File: src/rtl/thi_ram.sv
// ----------------------------------------------------------------------------
// thi_ram
// Generic single-write, single-read RAM with registered read data.
// ----------------------------------------------------------------------------
module thi_ram #(
   parameter int WIDTH = 8,
   parameter int DEPTH = 16
) (
   input  logic                     clock,
   input  logic                     wr_en,
   input  logic [$clog2(DEPTH)-1:0] wr_addr,
   input  logic [WIDTH-1:0]         wr_data,
   input  logic [$clog2(DEPTH)-1:0] rd_addr,
   output logic [WIDTH-1:0]         rd_data
);

   logic [WIDTH-1:0] mem_ff [DEPTH];
   logic [WIDTH-1:0] rd_data_ff;

   always_ff @(posedge clock) begin
      if (wr_en) begin
         mem_ff[wr_addr] <= wr_data;
      end
      rd_data_ff <= mem_ff[rd_addr];
   end

   assign rd_data = rd_data_ff;

endmodule

File: config.mk
export PLATFORM = sky130hd
export DESIGN_NAME = thi_ram
export DESIGN_NICKNAME = d
export VERILOG_FILES = /design/src/rtl/thi_ram.sv
export SDC_FILE = /design/constraint.sdc
export NUM_CORES = 1
export LEC_CHECK = 0
export ABC_AREA = 1
export ABC_CLOCK_PERIOD_IN_PS = 1500
export BUFFER_PORTS_ARGS = -buffer_cell sky130_fd_sc_hd__clkbuf_2
export CAP_MARGIN = 20
export CORE_ASPECT_RATIO = 1.4
export CORE_MARGIN = 2
export CORE_UTILIZATION = 61
export DETAILED_ROUTE_END_ITERATION = 7
export PLACE_DENSITY = 0.83
export SLEW_MARGIN = 30
export SYNTH_ARGS = -nofsm -noshare
export SYNTH_HDL_FRONTEND = slang
export SYNTH_SLANG_ARGS = --single-unit
export TNS_END_PERCENT = 100
File: constraint.sdc
create_clock -name clock -period 1.5 [get_ports clock]
set_input_delay 0.3 -clock clock [delete_from_list [all_inputs] [get_ports clock]]
set_output_delay 0.3 -clock clock [all_outputs]
set_load 0.03 [all_outputs]
---- After elaboration in Yosys (flattened, before gate mapping) ----
Memories as Yosys holds them, arrays and structs flattened. A register that Yosys moved wholly into a read port is not among the register bits.
Cells that the tools add are included.
operators by class
  muxes and demuxes ....................... 2
operator list
  cell              count
  1-bit 2-to-1 mux  2
word-level totals
  bits in registers ....................... 0
  bits in writable memories ............... 128
  input port bits ......................... 18
  output and inout bits ................... 8
  logic and storage cells ................. 3
  memories ................................ 1
memory list
  name    words  bits a word  read ports  clocked after Yosys merged registers in  wr ports  line  RTL
  mem_ff  16     8            1           1                                        1         17    logic [WIDTH-1:0] mem_ff [DEPTH];

---- Logic depth before layout (Yosys ltp) ----
Gate-level depths: netlist of the first run.
  depth in word-level cells ............... 2
  depth in mapped cells ................... 8
  gate-level depth less buffers ........... 7

---- Least setup slack after synthesis of the first run ----
Ideal clock, no wire load.
  path type ............................... input to register
  start point ............................. input port wr_addr[2]
  end point ............................... memory mem_ff[10][0], enable pin
  setup time .............................. 0.370 ns
  arrival ................................. 0.881 ns
  data required time ...................... 1.130 ns
  setup slack ............................. 0.249 ns
  stages on the path ...................... 2
  path buffers ............................ 0
  cells stage by stage .................... nand3b_1 nor2_1
RTL lines
  item             line  RTL
  start, declared  11    input logic [$clog2(DEPTH)-1:0] wr_addr,
  end, declared    17
Straight into the memory's write port.

---- Worst setup path after layout of the first run ----
  start point ............................. register rd_data_ff[2] (netlist: rd_data[2]) (read register of mem_ff)
  end point ............................... output port rd_data[2]
RTL lines
  item             line  RTL
  start, declared  18    logic [WIDTH-1:0] rd_data_ff;
  end, declared    14    output logic [WIDTH-1:0] rd_data
No word-level cell between the ends.

==> metrics, run 1 <==
Switching Share=21.97%; CTS Root Cell=clkbuf_16; setup violators final=0; # DRC=0; Core Region=9301 um^2; Die Y-Extent=119.0 um; min cycle time layout=1.320 ns; post_cts resized=0; sequential share of power=50.6%; Synth Instances=551; clock skew=0.006760 ns; post-synthesis sequential area ratio=69.43%; Clk pwr share=42.4%; critical-path cell list=clkbuf_2; Min-Delay Path Class=input pin to register; most frequent cells in the layout=173 x nand2_1, 128 x edfxtp_1, 100 x inv_1, 97 x nand3_1, 25 x clkbuf_2; IO Pins=26; Layout area overhead=14.99%; full die area=10260 um^2; Cell Area, Synth=5767 um^2; MaxCap Viol Count=0; Worst-path clk slew=0.05 ns; WS Path Type=register to output port; synth unique cells=12; worst-skew pair later-pin latency=0.41 ns; leakage power=2.927 nW; Die X=86.18 um; Critical Path AT=1.02 ns; clock tree buffer depth=2; Worst Setup Start Kind=register; setup_tns=0 ns; 1st-iter DRT viols=500; Pre-antenna DRT Iters=6; # H-tree levels=4; dpl hpwl=8700 um; gr usage total=28.70%; CTS tree=yes; cts hold-fix bufs=0; Crit-path slowest cell=dfxtp_1; input/output buffers=25; RSZ-0062 raised after global routing=false; Starting Density=62.00%; setup bufs post-CTS=0; fin util=71.29%; final net count=615; WL per Instance=18.78 um; vias in the first global route=4141; largest net degree at the start of global routing=52; Sink Count=136; #FFs+latches synth=136; Cell Rows=42; initial antenna violation count=0; Final Cycle Share=87.98%; Final Wtd Congestion=0.8521; fin. max-slew vios=0; post-layout worst setup margin=0.1803 ns; Crit path largest cell delay=0.38 ns; pre-CTS setup slack=0.1195 ns; total CTS buffers=17; combinational fraction of design power=7.0%; total power=0.008471 W; grt ovf=0; via count=4088; Syn. warnings=0; leading cell type in the layout, fill and taps excluded=nand2_1; Required @ worst endpoint=1.20 ns; worst-margin pin slew=0.3966 ns; worst IR drop on VDD=0.9010 mV; Buf+Inv Stages, Crit Path=1; internal power=0.006610 W; CP max FO=1; max frequency=757.8 MHz; endpoints failing hold=0; Worst setup EP type=output port; Max-slew headroom=73.56%; DRT Wirelength=13520 um; Hold Slack=0.3102 ns; switching power=0.001862 W; number of inserted diodes=0; layout cell share with drive strength beyond 1=12.62%; PwrDens=1277 nW/um^2; via/cell ratio=5.678; first-pass GRT wire length=21340 um; status=finished, final reports clean; CP delay by family, top=flip-flops; Avg Cell Area, Syn=10.47 um^2; syn nets=569; Routed Antenna Nets=0; r2r setup slk=0.44 ns
through the flow:
stage | std cells | cell area [um^2]
final | 720 | 6631
after global routing | 720 | 6631
after CTS | 720 | 6631
after detailed placement | 688 | 6121
after global placement | 688 | 6121
after floorplan | 551 | 5767
cells in the mapped netlist:
| cell type | n | area share [%] |
|---|---|---|
| buf_6 | 6 | 1.2 |
| nand2_1 | 173 | 11 |
| buf_4 | 4 | 0.52 |
| edfxtp_1 | 128 | 67 |
| inv_1 | 100 | 6.5 |
| inv_2 | 2 | 0.13 |
| nor2_1 | 17 | 1.1 |
| nand3b_1 | 2 | 0.26 |
| dfxtp_1 | 8 | 2.8 |
| nand3_1 | 97 | 8.4 |
| buf_2 | 13 | 1.1 |
| buf_1 | 1 | 0.065 |
cells by family (layout without fill, tap and decap cells):
group	count (synthesis)	count (layout)	synth area share, %
simple gates	289	289	21.05
flops	136	136	69.43
buf+inv	126	185	9.525
metal layers:
layer  vias to the layer above  global-route usage (%)  part of all wire [%]
met5                         -                       0                     0
met4                         0                   18.26                   5.4
met3                        46                   6.098                   8.0
met2                       258                   47.34                    52
met1                      1915                   33.71                    35
li1                       1869                       -                     -
registers in the layout (all words and copies together) (netlist names):
name and cells:
mem_ff 128, rd_data 8
path summary, 6_finish.rpt:
| path | from | endpoint | depth (start not counted) |
|---|---|---|---|
| worst max-delay path | rd_data[2] | rd_data[2] | 1 |
| worst min register to register | mem_ff[11][0] | rd_data[0] | 6 |
| worst min-delay path | rd_addr[3] | rd_data[0] | 3 |
| worst max register to register | mem_ff[7][5] | rd_data[5] | 6 |
power by group through the flow:
stage | combinational (W) | sequential [W] | clock, W
floorplan | 0.000300 | 0.00440 | 0
global placement | 0.000558 | 0.00436 | 0
detailed placement | 0.000578 | 0.00436 | 0
CTS | 0.000587 | 0.00429 | 0.00360
global route | 0.000643 | 0.00429 | 0.00377
finish | 0.000590 | 0.00429 | 0.00359
final cells by class:
class | instances | area (um^2)
Timing Repair Buffer | 51 | 382.9
Inverter | 102 | 382.9
Tap cell | 110 | 137.6
Sequential cell | 136 | 4004
Fill cell | 605 | 2670
Clock inverter | 5 | 27.53
Clock buffer | 27 | 483.0
Multi-Input combinational cell | 289 | 1214
Note: power is estimated with default switching activity, not from simulation.
==> run 2: changes to the inputs <==
ABC_CLOCK_PERIOD_IN_PS = unset   (was 1500)
CORE_UTILIZATION = 47   (was 61)
PLACE_DENSITY = 0.68   (was 0.83)
==> run 2 against run 1 <==
Effect of this change:
- register-to-register slack hardly changed
- core utilization is 15 points lower
- maximum frequency is 3.3% higher
- final area is 1.7% higher
- global-route usage is 7.8 points lower
- cell count is 4.6% higher
- first-iteration DRC count is 42% lower
- die area is 29% higher
- combinational power is 3.6% lower
- worst setup slack better by 0.043 ns
- sequential power hardly changed
- non-clock buffer count is 4 lower
- critical endpoint is now rd_data[6]
- largest power group is now clock
==> metrics, run 2 (synthesis results as in run 1) <==
status=finished, final reports clean; Biggest register=mem_ff; hold path cells=3; 1st-iter DRT viols=289; Worst-path clk slew=0.06 ns; initial antenna violation count=0; HP Start=rd_addr[3]; setup bufs post-CTS=0; Crit path largest cell delay=0.35 ns; max FFs per register=128; Final Cycle Share=85.14%; Worst Setup Start Kind=register; CP delay by family, top=flip-flops; first-pass GRT wire length=20420 um; fin util=56.76%; dpl hpwl=8058 um; Required @ worst endpoint=1.20 ns; grt ovf=0; largest net degree at the start of global routing=65; endpoints failing hold=0; Sequential Area=4004 um^2; launching point of the worst reg2reg path=mem_ff[6][5]; fin. max-slew vios=0; Starting Density=48.55%; Routed Antenna Nets=0; leading cell type in the layout, fill and taps excluded=nand2_1; RSZ-0062 raised after global routing=false; post_cts resized=0; Worst setup EP type=output port; WL per Instance=17.03 um; Sink Count=136; Max-slew headroom=60.29%; Layout area overhead=16.92%; vias in the first global route=3949; max frequency=783.0 MHz; # DRC=0; full die area=13180 um^2; total CTS buffers=17; number of inserted diodes=0; hold path endpoint=rd_data[3]; Critical Path AT=0.98 ns; layout cell share with drive strength beyond 1=12.87%; Pre-antenna DRT Iters=5; critical-path cell list=clkbuf_2; via/cell ratio=5.174; min cycle time layout=1.277 ns; footprint of the multi-input gates=1214 um^2; most frequent cells in the layout=173 x nand2_1, 128 x edfxtp_1, 100 x inv_1, 97 x nand3_1, 25 x clkbuf_2; reg2reg end=rd_data[5]; MaxCap Viol Count=0; WS Path Type=register to output port; FILL cells=1002; DRT Wirelength=12820 um; clock skew=0.006163 ns; worst IR drop on VDD=0.7911 mV; input/output buffers=25; IO Pins=26; Core Region=11880 um^2; via count=3896; Final Wtd Congestion=0.8645; setup violators final=0; CTS Root Cell=clkbuf_16; Critical Path Stages=1; cts hold-fix bufs=0; Die X=97.62 um; r2r setup slk=0.43 ns; leakage power=2.950 nW; Die Y-Extent=135.1 um; final net count=611; CP max FO=1; Crit-path slowest cell=dfxtp_1; CTS tree=yes; clock tree buffer depth=2; gr usage total=20.86%; Cell Rows=47; # H-tree levels=4; Buf+Inv Stages, Crit Path=1; setup_tns=0 ns; Min-Delay Path Class=input pin to register; worst-margin pin slew=0.5949 ns; total power=0.009220 W; R2R cell count=6; worst-skew pair later-pin latency=0.41 ns; PwrDens=1367 nW/um^2
## run 2: cell count changes in the layout (fill, tap and decap cells not counted), sizes merged
cell | previous run | this run
clkbuf | 52 | 46
clkinvlp | 1 | 2
bufinv | 0 | 4
buf | 26 | 22
inv | 102 | 103
## run 2: metrics by stage
stage | hold slack, ns | instance area, um^2 | cells | setup slack [ns]
2_1_floorplan | 0.3989 | 5767 | 551 | 0.2492
3_3_place_gp | 0.6382 | 6112 | 721 | 0.05952
3_5_place_dp | 0.6628 | 6112 | 721 | 0.02235
4_1_cts | 0.2671 | 6743 | 753 | 0.1825
5_1_grt | 0.2870 | 6743 | 753 | 0.1627
6_report | 0.2820 | 6743 | 753 | 0.2229
## run 2: how the worst max path moves through the flow
| stage | endpoint | start | slack [ns] |
|---|---|---|---|
| after global routing | rd_data[6] | rd_data[6] | 0.16 |
| after detailed placement | rd_data[5] | rd_addr[0] | 0.02 |
| after global placement | rd_data[5] | rd_addr[0] | 0.06 |
| after floorplan | mem_ff[10][0] | wr_addr[2] | 0.25 |
| after CTS | rd_data[6] | rd_data[6] | 0.18 |
| final | rd_data[6] | rd_data[6] | 0.22 |
## run 2: where the power goes
group | total (W) | internal, W | switching (W)
Sequential | 0.00428 | 0.00425 | 0.0000277
Clock | 0.00437 | 0.00287 | 0.00150
Combinational | 0.000569 | 0.000159 | 0.000410
## run 2: cell type report
class	count	share of cell area, %
Timing Repair Buffer	47	4.862
Multi-Input combinational cell	289	18.00
Sequential cell	136	59.38
Clock inverter	11	2.524
Tap cell	147	2.728
Inverter	102	5.678
Clock buffer	21	6.829
## run 2: per-layer routing
metal,share of wire [%],GRT usage (%)
met1,40,24.95
met2,51,35.29
met3,5.5,4.814
met4,3.9,10.88
met5,0,0
## run 2: worst register-to-register path, cell delays in order (launching register included)
cell and delay (ns):
edfxtp_1 0.36, inv_1 0.06, nand2_1 0.05, nand3_1 0.08, nand3_1 0.16, nand3_1 0.18
nand2_1 0.07
