==> src/rtl/thi_pkg.sv <==
// ----------------------------------------------------------------------------
// thi_pkg
// Shared widths, codes and reset values of the thermistor table interpolator.
// ----------------------------------------------------------------------------
package thi_pkg;

   localparam int IDX_W       = 8;   // entry_index
   localparam int TEMP_W      = 10;  // whole-degree temperatures
   localparam int LEN_W       = 9;   // table_length register
   localparam int FRAC_W      = 8;   // fraction bits of the result
   localparam int Q_W         = 18;  // temperature_q8
   localparam int STATUS_W    = 2;   // clamp_status
   localparam int OUT_TDATA_W = 24;  // Q_W rounded up to whole bytes
   localparam int CSR_INDEX_W = 2;
   localparam int CSR_DATA_W  = 10;

   // command codes (req_tuser)
   localparam logic CMD_WRITE   = 1'b0;
   localparam logic CMD_CONVERT = 1'b1;

   // clamp status codes (rsp_tuser)
   localparam logic [STATUS_W-1:0] CLAMP_NONE = 2'd0;
   localparam logic [STATUS_W-1:0] CLAMP_LOW  = 2'd1;
   localparam logic [STATUS_W-1:0] CLAMP_HIGH = 2'd2;

   // register indexes
   localparam logic [CSR_INDEX_W-1:0] REG_TABLE_LENGTH = 2'd0;
   localparam logic [CSR_INDEX_W-1:0] REG_FALLING      = 2'd1;
   localparam logic [CSR_INDEX_W-1:0] REG_LOW_CLAMP    = 2'd2;
   localparam logic [CSR_INDEX_W-1:0] REG_HIGH_CLAMP   = 2'd3;

   // register reset values
   localparam logic [LEN_W-1:0]         RST_TABLE_LENGTH = 9'd24;
   localparam logic                     RST_FALLING      = 1'b0;
   localparam logic signed [TEMP_W-1:0] RST_LOW_CLAMP    = -10'sd55;
   localparam logic signed [TEMP_W-1:0] RST_HIGH_CLAMP   = 10'sd150;

   // divider handback
   typedef struct packed {
      logic           done;
      logic [Q_W-1:0] quotient;
   } thi_div_result_type;

endpackage

==> src/rtl/thi_divider.sv <==
// ----------------------------------------------------------------------------
// thi_divider
// Restoring divider, one quotient bit a cycle. The caller guarantees that the
// quotient fits in Q_W bits, so only the low Q_W steps are run.
// ----------------------------------------------------------------------------
module thi_divider
   import thi_pkg::*;
#(
   parameter int DIVIDEND_W = 37,
   parameter int DIVISOR_W  = 16
) (
   input  logic                  clock,
   input  logic                  reset,
   input  logic                  start,
   input  logic [DIVIDEND_W-1:0] dividend,
   input  logic [DIVISOR_W-1:0]  divisor,
   output thi_div_result_type    result
);

   localparam int CNT_W = $clog2(Q_W + 1);

   logic [DIVISOR_W-1:0] rem_ff, rem_in;
   logic [DIVISOR_W-1:0] div_ff, div_in;
   logic [Q_W-1:0]       low_ff, low_in;
   logic [CNT_W-1:0]     count_ff, count_in;
   logic                 busy_ff, busy_in;
   logic                 done_ff, done_in;
   logic [DIVISOR_W:0]   trial;
   logic [DIVISOR_W:0]   diff;
   logic                 ge;

   // low_ff feeds dividend bits out at the top and takes quotient bits in
   assign trial = {rem_ff, low_ff[Q_W-1]};
   assign diff  = trial - {1'b0, div_ff};
   assign ge    = (trial >= {1'b0, div_ff});

   always_comb begin
      rem_in   = rem_ff;
      div_in   = div_ff;
      low_in   = low_ff;
      count_in = count_ff;
      busy_in  = busy_ff;
      done_in  = 1'b0;
      if (start) begin
         rem_in   = DIVISOR_W'(dividend[DIVIDEND_W-1:Q_W]);
         low_in   = dividend[Q_W-1:0];
         div_in   = divisor;
         count_in = CNT_W'(Q_W);
         busy_in  = 1'b1;
      end else if (busy_ff) begin
         rem_in   = ge ? diff[DIVISOR_W-1:0] : trial[DIVISOR_W-1:0];
         low_in   = {low_ff[Q_W-2:0], ge};
         count_in = count_ff - CNT_W'(1);
         if (count_ff == CNT_W'(1)) begin
            busy_in = 1'b0;
            done_in = 1'b1;
         end
      end
   end

   always_ff @(posedge clock) begin
      if (reset) begin
         busy_ff  <= 1'b0;
         done_ff  <= 1'b0;
         count_ff <= '0;
      end else begin
         busy_ff  <= busy_in;
         done_ff  <= done_in;
         count_ff <= count_in;
      end
   end

   always_ff @(posedge clock) begin
      rem_ff <= rem_in;
      div_ff <= div_in;
      low_ff <= low_in;
   end

   assign result.done     = done_ff;
   assign result.quotient = low_ff;

endmodule

==> config.mk <==
export PLATFORM = sky130hd
export DESIGN_NAME = thi_divider
export DESIGN_NICKNAME = d
export VERILOG_FILES = /design/src/rtl/thi_pkg.sv /design/src/rtl/thi_divider.sv
export SDC_FILE = /design/constraint.sdc
export NUM_CORES = 1
export LEC_CHECK = 0
export CAP_MARGIN = 20
export CORE_ASPECT_RATIO = 0.5
export CORE_UTILIZATION = 35
export DETAILED_ROUTE_END_ITERATION = 8
export DONT_BUFFER_PORTS = 1
export GPL_TIMING_DRIVEN = 0
export HOLD_SLACK_MARGIN = 0.08
export PLACE_DENSITY_LB_ADDON = 0.1
export SLEW_MARGIN = 30
export SYNTH_ARGS = -nofsm -noshare
export SYNTH_HDL_FRONTEND = slang
export SYNTH_SLANG_ARGS = --single-unit
==> constraint.sdc <==
create_clock -name clock -period 2.6 [get_ports clock]
set_input_delay 0.39 -clock clock [delete_from_list [all_inputs] [get_ports clock]]
set_output_delay 0.39 -clock clock [all_outputs]
set_load 0.05 [all_outputs]
* Word level (Yosys, flattened, before mapping) *
Index checks and enable logic that the tools add are counted.

operators by class
  equality and inequality tests = 1
  bitwise operators = 1
  $lt $le $gt $ge = 1
  reductions and logical operators = 3
  add/subtract/negate cells = 2
  multiplexer cells = 11

operators by type and width
  operator                                                            count
  16-bit 2-to-1 mux                                                   3
  18-bit 2-to-1 mux                                                   2
  17-bit by 16-bit greater-or-equal comparator with 1-bit output      1
  16-bit subtractor                                                   1
  5-bit 2-to-1 mux                                                    2
  5-bit by 1-bit == test with 1-bit output, second input constant     1
  5-bit by 1-bit subtractor with 5-bit output, second input constant  1
  1-bit 2-to-1 mux                                                    4
  3-bit OR reduction                                                  1
  2-bit nonzero test                                                  1
  2-bit OR reduction                                                  1
  1-bit NOT                                                           1

storage, ports and cells
  flip-flop bits (word level) = 57
  input bits = 56
  word-level logic and storage cells = 26
  output and inout bits = 19

* Logic depth before layout (Yosys ltp) *
Gate-level depths: netlist (run 1).

  depth after elaboration = 4
  mapped depth = 10
  mapped depth without buffers = 10

* Worst setup path before layout (run 1) *
OpenSTA, ideal clock, no wires.

  path type = register -> register
  from = register low_ff[17]
  to = register rem_ff[14] (data pin)
  arrival = 2598 ps
  buffers on the path = 0
  period minus slack after synthesis = 2868 ps
  slack = -268 ps
  required time = 2330 ps
  cell stages (with the launch flop) = 11
  setup time = 270 ps
  cells stage by stage = edfxtp_1 > inv_1 > ha_1 > inv_1 > fa_1 > a21o_1 > a221oi_2 > o22ai_1 > mux2i_1 > a2111oi_0 > o21ai_0

between the ends
  longest elaborated chain between the ends = 4
  elaborated cells on any way between the ends = 5
  those cells by class = add/sub: 1; order compare: 1; mux: 3

ends and longest elaborated chain
  item                                                                                                 RTL line                              RTL
  start, declared                                                                                      thi_divider.sv:24                     logic [Q_W-1:0] low_ff, low_in;
  start signal, assigned                                                                               thi_divider.sv:76                     low_ff <= low_in;
  16-bit subtractor or 17-bit by 16-bit greater-or-equal comparator with 1-bit output (tied branches)  thi_divider.sv:34, thi_divider.sv:35
  16-bit 2-to-1 mux *                                                                                  thi_divider.sv:51                     rem_in = ge ? diff[DIVISOR_W-1:0] : trial[DIVISOR_W-1:0];
  16-bit 2-to-1 mux *                                                                                  thi_divider.sv:50                     end else if (busy_ff) begin
  16-bit 2-to-1 mux *                                                                                  thi_divider.sv:44                     if (start) begin
  named net rem_in[14]                                                                                 thi_divider.sv:22                     logic [DIVISOR_W-1:0] rem_ff, rem_in;
  end signal, assigned                                                                                 thi_divider.sv:74                     rem_ff <= rem_in;
  end, declared                                                                                        thi_divider.sv:22

The timed path passes the listed nets; every way through them passes the cells marked *. The select of a mux whose other input is x is not followed.
A chain may end at the register's enable or synchronous reset.

* Worst setup path after layout (run 1) *
  from = register low_ff[17]
  to = register rem_ff[0] (data pin)

Same word-level chain as after synthesis.

==> out/qor.yml, run 1 <==
global_route:
  grt_pass1_vias: 2564
  grt-ovfl-total: 0
  number_of_antenna_violations_at_the_first_check_in_global_routing: 1
  maximum_number_of_pins_on_one_net_before_global_route_repair: 35
  global_route_usage_over_all_layers_pct: 17.8
  grt_first_pass_wirelength_mm: 13.4
pwr:
  power-per-cell-area_nw_per_um2: 947
  power.ir.vdd_worst_mv: 0.348
  leakage_uw: 0.00161
timing:
  post-route-period-util_pct: 110
  achievable-frequency_mhz: 348
  clock_skew_ns: 0.00864
  timing.slew.headroom_pct: 51.0
  timing.final.crit_period_ns: 2.87
  finalSetupTns_ns: -1.01
  setup_repair_after_global_routing_missed_its_margin: "yes"
  worst_hold_slack_ns: 0.124
  setup_viol: 5
  maxSlewViolCount: 0
  hold_viol_final: 0
  fin_ws_ns: -0.270
  worst-slew-pin-transition_ns: 0.734
cts:
  cts-htree-levels: 3
  max-clock-path-buffers: 2
  clock-sinks: 57
  clock-root-buffer: "sky130_fd_sc_hd__clkbuf_16"
  cts-buffers-inserted: 9
  clk_latency_ns: 0.33
  cts_tree: "done"
  cts.clk_slew.worst_paths_ns: 0.06
setup_path:
  criticalPathCategory: "register to register"
  cpPeakStageDelay_ns: 0.66
  worstSetupEndpointType: "register"
  critical_path_peak_fanout: 2
  cp_data_arrival_time_ns: 3.07
  worst_path_max_delay_cell: "sky130_fd_sc_hd__edfxtp_1"
  timing.critical_path.cells: "inv_2, buf_6, buf_6, buf_4, buf_4, buf_4, buf_4, buf_4, buf_4, buf_4, buf_4, buf_4, buf_4, buf_4, buf_4, nor3_4, o31a_1"
  cpLargestDelayFamily: "buffers and inverters"
  critical_path.most_common_cell: "sky130_fd_sc_hd__buf_4"
  cp_data_required_time_ns: 2.80
  worst-path-buf-inv: 15
  critical_path.startpoint_type: "register"
flow_run:
  number_of_max_cap_violations: 0
final_layout:
  fill_cells: 896
  fraction_of_layout_cells_with_a_size_suffix_above_1_pct: 28.6
  areaGrowthSynthToFinish_pct: 25.1
  regArea_um2: 1640
  multi_input_area_um2: 1770
  layout.nets: 413
  layout.cells.non_filler: 479
synth:
  synth-edff-count: 50
  synth_seq_area_share_pct: 48.1
  post-synth-top-count-cell: "sky130_fd_sc_hd__edfxtp_1"
  synth_nets: 377
  synthDistinctLibCells: 61
  netlist_area_um2: 3410
  synth_area_per_cell_um2: 11.3
  synthDominantAreaCellType: "sky130_fd_sc_hd__edfxtp_1"
  synth.top_cells.by_area: "sky130_fd_sc_hd__edfxtp_1, sky130_fd_sc_hd__ha_1, sky130_fd_sc_hd__mux2_2, sky130_fd_sc_hd__dfxtp_1, sky130_fd_sc_hd__inv_1"
  ys.warnings.count: 0
  post_synth_inst_count: 302
  postSynthRegisterBits: 57
  post_synthesis_async_set_or_reset_flop_share_pct: 0
  synth_top_flop_cell: "sky130_fd_sc_hd__edfxtp_1"
  yosysTopAreaCellShare_pct: 44.0
  netlist_top_cells_count: "sky130_fd_sc_hd__edfxtp_1, sky130_fd_sc_hd__inv_1, sky130_fd_sc_hd__ha_1"
detailed_routing:
  via_count_normalized_by_instance_count: 5.24
  vias: 2512
  route.detailed.wl_per_inst_um: 18.1
  first_pass_iters: 4
  drt_iter0_drc: 94
  route.detailed.drc: 0
  totalWireLength_mm: 8.68
  ant_nets: 0
placed_design:
  dp_hpwl_mm: 5.84
  place_congestion: 0.852
  placed_insts: 437
  port_buffers: 0
die:
  chipWidth_um: 142
  floorplan.core_area_um2: 9450
  std_cell_rows: 25
  starting_density_of_the_core_pct: 36.1
  floorplan.die_area_um2: 10200
  pin_count: 75
  die-height_um: 71.8
min_path:
  hold_path_class: "input port to register"
outcome:
  violated_checks: "setup timing"
  status: "finished with violations"
## stage by stage
stage	area [um2]	total power, uW	worst slack (ns)	util (%)
6_report	4270	4040	-0.270	45.2
5_1_grt	4270	4260	-0.368	45.2
4_1_cts	4090	3900	-0.238	43.3
3_5_place_dp	3600	2550	-0.488	38.1
3_3_place_gp	3600	2540	-0.521	38.1
2_1_floorplan	3430	2290	-0.0955	-
## logic make-up (layout without fill, tap and decap cells)
family | count (synthesis) | in the layout | synth area share [%]
xor gates and xnor gates | 16 | 16 | 4.11
DFF | 57 | 57 | 48.1
buffers and inverters | 40 | 81 | 4.76
adders and majority gates | 19 | 19 | 7.18
AOI/OAI and AO/OA | 74 | 74 | 16.7
other | 0 | 1 | 0
muxes | 18 | 18 | 5.90
and+or+nand+nor | 78 | 78 | 13.2
## timing repair
item	4_1_cts	5_1_grt
gates resized for setup	11	28
hold buffers	0	0
setup buffers	20	6
endpoints found under the setup margin	48	16
cloned	0	0
pin swaps	6	15
endpoints found under the hold margin	0	0
## path summary, 6_finish.rpt
path                     from         to  slack, ns  depth (start not counted)
setup / recovery   low_ff[17]  rem_ff[0]      -0.27                         17
hold / removal          reset    busy_ff       0.12                          1
setup reg to reg   low_ff[17]  rem_ff[0]      -0.27                         17
hold reg to reg   count_ff[4]    done_ff       0.57                          2
## sequential cells by signal, summed over array words and instances (netlist names)
signal,count
low_ff,18
div_ff,16
rem_ff,16
count_ff,5
busy_ff,1
done_ff,1
## cells in the final DEF (no fill, tap or decap), types with 4 or more instances in the layout
cell and instances:
sky130_fd_sc_hd__a21oi_1 15, sky130_fd_sc_hd__mux2_2 17, sky130_fd_sc_hd__buf_4 21, sky130_fd_sc_hd__edfxtp_1 50, sky130_fd_sc_hd__nand2_1 16, sky130_fd_sc_hd__nand2b_1 6
sky130_fd_sc_hd__o21a_1 4, sky130_fd_sc_hd__nor2_1 13, sky130_fd_sc_hd__o31ai_1 4, sky130_fd_sc_hd__a32oi_1 5, sky130_fd_sc_hd__xnor2_1 6, sky130_fd_sc_hd__o311ai_2 4
sky130_fd_sc_hd__nand4b_1 7, sky130_fd_sc_hd__buf_6 5, sky130_fd_sc_hd__clkbuf_16 9, sky130_fd_sc_hd__nor2b_1 5, sky130_fd_sc_hd__nor3_1 7, sky130_fd_sc_hd__inv_1 21
sky130_fd_sc_hd__dfxtp_1 7, sky130_fd_sc_hd__clkbuf_1 10, sky130_fd_sc_hd__ha_1 16, sky130_fd_sc_hd__xor2_1 9, sky130_fd_sc_hd__a21o_1 7
## power by group
group          internal [uW]  switching, uW
logic                    661            805
registers               1180            185
clock network            751            462
## final cells by class
class / instances / area share [%]
antenna: 1 / 0.0586
buffer: 17 / 1.96
clock buffer: 9 / 5.28
clock inverter: 7 / 1.82
inverter: 23 / 2.02
multi-input combinational: 205 / 41.4
sequential: 57 / 38.5
tap: 135 / 3.96
timing repair buffer: 25 / 5.04
## routing by layer
metal	vias up	global-route usage [%]	wire length, um
met5	-	0	0
met1	1223	23.3	4160
met4	0	4.90	74
met3	6	6.82	575
li1	1216	-	-
met2	67	27.7	3870
(Power assumes the default switching activity.)
==> run 2, diff against run 1 <==
==> constraint.sdc (replaced) <==
create_clock -name clock -period 3 [get_ports clock]
set_input_delay 0.45 -clock clock [delete_from_list [all_inputs] [get_ports clock]]
set_output_delay 0.45 -clock clock [all_outputs]
set_load 0.05 [all_outputs]
==> run 2 against run 1 <==
  * The flow now finishes without violations
  * Core utilization decreased by 2.2 points
  * Sequential power shrank 13%
  * Register-to-register slack better by 0.37 ns
  * Combinational power decreased by 24%
==> out/qor.yml, run 2 (same netlist as run 1, synthesis figures left out) <==
outcome:
  status: "finished, final reports clean"
pwr:
  leakage_uw: 0.00153
  power_uw: 3340
  power-per-cell-area_nw_per_um2: 823
  power.ir.vdd_worst_mv: 0.349
setup_path:
  cp_data_required_time_ns: 3.20
  path_depth: 17
  critical_path.reg2reg.startpoint: "low_ff[17]"
  cpPeakStageDelay_ns: 0.66
  timing.critical_path.cells: "inv_2, buf_6, buf_4, buf_4, buf_4, buf_4, buf_4, buf_4, buf_4, buf_4, buf_4, buf_4, buf_4, buf_4, buf_4, nor3_4, o31a_1"
  worstSetupEndpointType: "register"
  ff2ff_path_depth: 17
  criticalPathCategory: "register to register"
  critical_path.most_common_cell: "sky130_fd_sc_hd__buf_4"
  cpLargestDelayFamily: "buffers and inverters"
  critical_path_peak_fanout: 2
  worst_path_max_delay_cell: "sky130_fd_sc_hd__edfxtp_1"
  crit_path_start: "low_ff[17]"
  register_to_register_setup_slack_ns: 0.1
  timing.critical_path.to: "rem_ff[0]"
  critical_path.startpoint_type: "register"
  cp_data_arrival_time_ns: 3.10
  worst-path-buf-inv: 15
  critical_path.reg2reg.endpoint: "rem_ff[0]"
die:
  std_cell_rows: 25
  starting_density_of_the_core_pct: 36.1
  die-height_um: 71.8
  pin_count: 75
  chipWidth_um: 142
  floorplan.die_area_um2: 10200
  floorplan.core_area_um2: 9450
timing:
  timing.final.crit_period_ns: 2.90
  post-route-period-util_pct: 96.8
  worst_hold_slack_ns: 0.179
  hold_viol_final: 0
  setup_viol: 0
  worst-slew-pin-transition_ns: 0.888
  maxSlewViolCount: 0
  clock_skew_ns: 0.00864
  setup_repair_after_global_routing_missed_its_margin: "no"
  fin_ws_ns: 0.0959
  achievable-frequency_mhz: 344
  timing.slew.headroom_pct: 40.8
placed_design:
  place_ws_ns: -0.308
  dp_hpwl_mm: 5.88
  port_buffers: 0
  placed_insts: 437
  place_congestion: 0.846
  detailed_place.area_um2: 3580
cts:
  cts_tree: "done"
  cts-htree-levels: 3
  clk_latency_ns: 0.33
  postCtsHoldBufs: 0
  cts-buffers-inserted: 9
  clock-root-buffer: "sky130_fd_sc_hd__clkbuf_16"
  clock-sinks: 57
  cts.clk_slew.worst_paths_ns: 0.06
  max-clock-path-buffers: 2
flow_run:
  number_of_max_cap_violations: 0
detailed_routing:
  ant_nets: 0
  totalWireLength_mm: 8.66
  drt_iter0_drc: 114
  vias: 2520
  route.detailed.wl_per_inst_um: 18.4
  route.detailed.drc: 0
  via_count_normalized_by_instance_count: 5.36
  first_pass_iters: 6
global_route:
  number_of_antenna_violations_at_the_first_check_in_global_routing: 1
  global_route_usage_over_all_layers_pct: 18.3
  maximum_number_of_pins_on_one_net_before_global_route_repair: 35
  grt_first_pass_wirelength_mm: 13.8
  grt-ovfl-total: 0
  grt_pass1_vias: 2611
final_layout:
  fraction_of_layout_cells_with_a_size_suffix_above_1_pct: 22.4
  areaGrowthSynthToFinish_pct: 19.0
  biggestRegsByFlops: "low_ff x18, div_ff x16, rem_ff x16"
  mostFrequentLayoutCells: "sky130_fd_sc_hd__edfxtp_1, sky130_fd_sc_hd__inv_1"
  diodes: 0
  max_flop_register: "low_ff"
  mostFrequentLayoutCell: "sky130_fd_sc_hd__edfxtp_1"
  layout.nets: 405
  postLayoutCellArea_um2: 4060
  largest_register_ffs: 18
  layout.cells.non_filler: 470
min_path:
  hold_path_class: "input port to register"
[run 2: cell type report]
class	count	area (um2)
well taps	135	169
multi-input cells	205	1650
flip-flops and latches	57	1640
clock inverters	7	77.6
fillers	910	5390
plain buffers	17	76.3
repair buffers	17	135
inverters	23	86.3
clock buffers	9	225
[run 2: worst min-delay path by stage]
stage	start	endpoint	slack, ns	depth (start not counted)
floorplan	reset	busy_ff	0.52	1
global placement	reset	busy_ff	0.52	1
detailed placement	reset	count_ff[4]	0.53	1
CTS	reset	count_ff[4]	0.17	1
global route	reset	count_ff[4]	0.17	1
finish	reset	count_ff[4]	0.18	1
[run 2: per-layer routing]
layer	global-route usage [%]	up-vias	wire, um
met3	6.48	9	531
met1	23.5	1242	4110
met2	29.1	66	3930
met4	6.21	2	85
met5	0	-	8
li1	-	1201	-
[run 2: repair_timing]
action | CTS | global route
resized for setup | 5 | 7
pin swaps | 3 | 9
endpoints found under the setup margin | 2 | 4
buffers inserted | 16 | 2
[run 2: power by group]
| part | leakage [uW] | internal, uW | total (uW) | switching (uW) |
|---|---|---|---|---|
| Combinational | 0.000828 | 478 | 1110 | 636 |
| Clock | 0.000148 | 651 | 1050 | 395 |
| Sequential | 0.000557 | 1020 | 1180 | 161 |
| Total | 0.00153 | 2150 | 3340 | 1190 |
[run 2: metrics by stage]
stage                     util, %  TNS, ns
final                        43.0        0
after global routing         43.0        0
after CTS                    42.6        0
after detailed placement     37.9    -2.74
after global placement       37.9   -0.592
after floorplan                 -        0
[run 2: worst reg2reg max path, cell delays in order (launching register included)]
cell and delay, ns:
sky130_fd_sc_hd__edfxtp_1 0.66, sky130_fd_sc_hd__inv_2 0.11, sky130_fd_sc_hd__buf_6 0.14, sky130_fd_sc_hd__buf_4 0.12, sky130_fd_sc_hd__buf_4 0.12, sky130_fd_sc_hd__buf_4 0.12
sky130_fd_sc_hd__buf_4 0.12, sky130_fd_sc_hd__buf_4 0.12, sky130_fd_sc_hd__buf_4 0.12, sky130_fd_sc_hd__buf_4 0.12, sky130_fd_sc_hd__buf_4 0.13, sky130_fd_sc_hd__buf_4 0.13
sky130_fd_sc_hd__buf_4 0.12, sky130_fd_sc_hd__buf_4 0.12, sky130_fd_sc_hd__buf_4 0.12, sky130_fd_sc_hd__buf_4 0.13, sky130_fd_sc_hd__nor3_4 0.12, sky130_fd_sc_hd__o31a_1 0.16
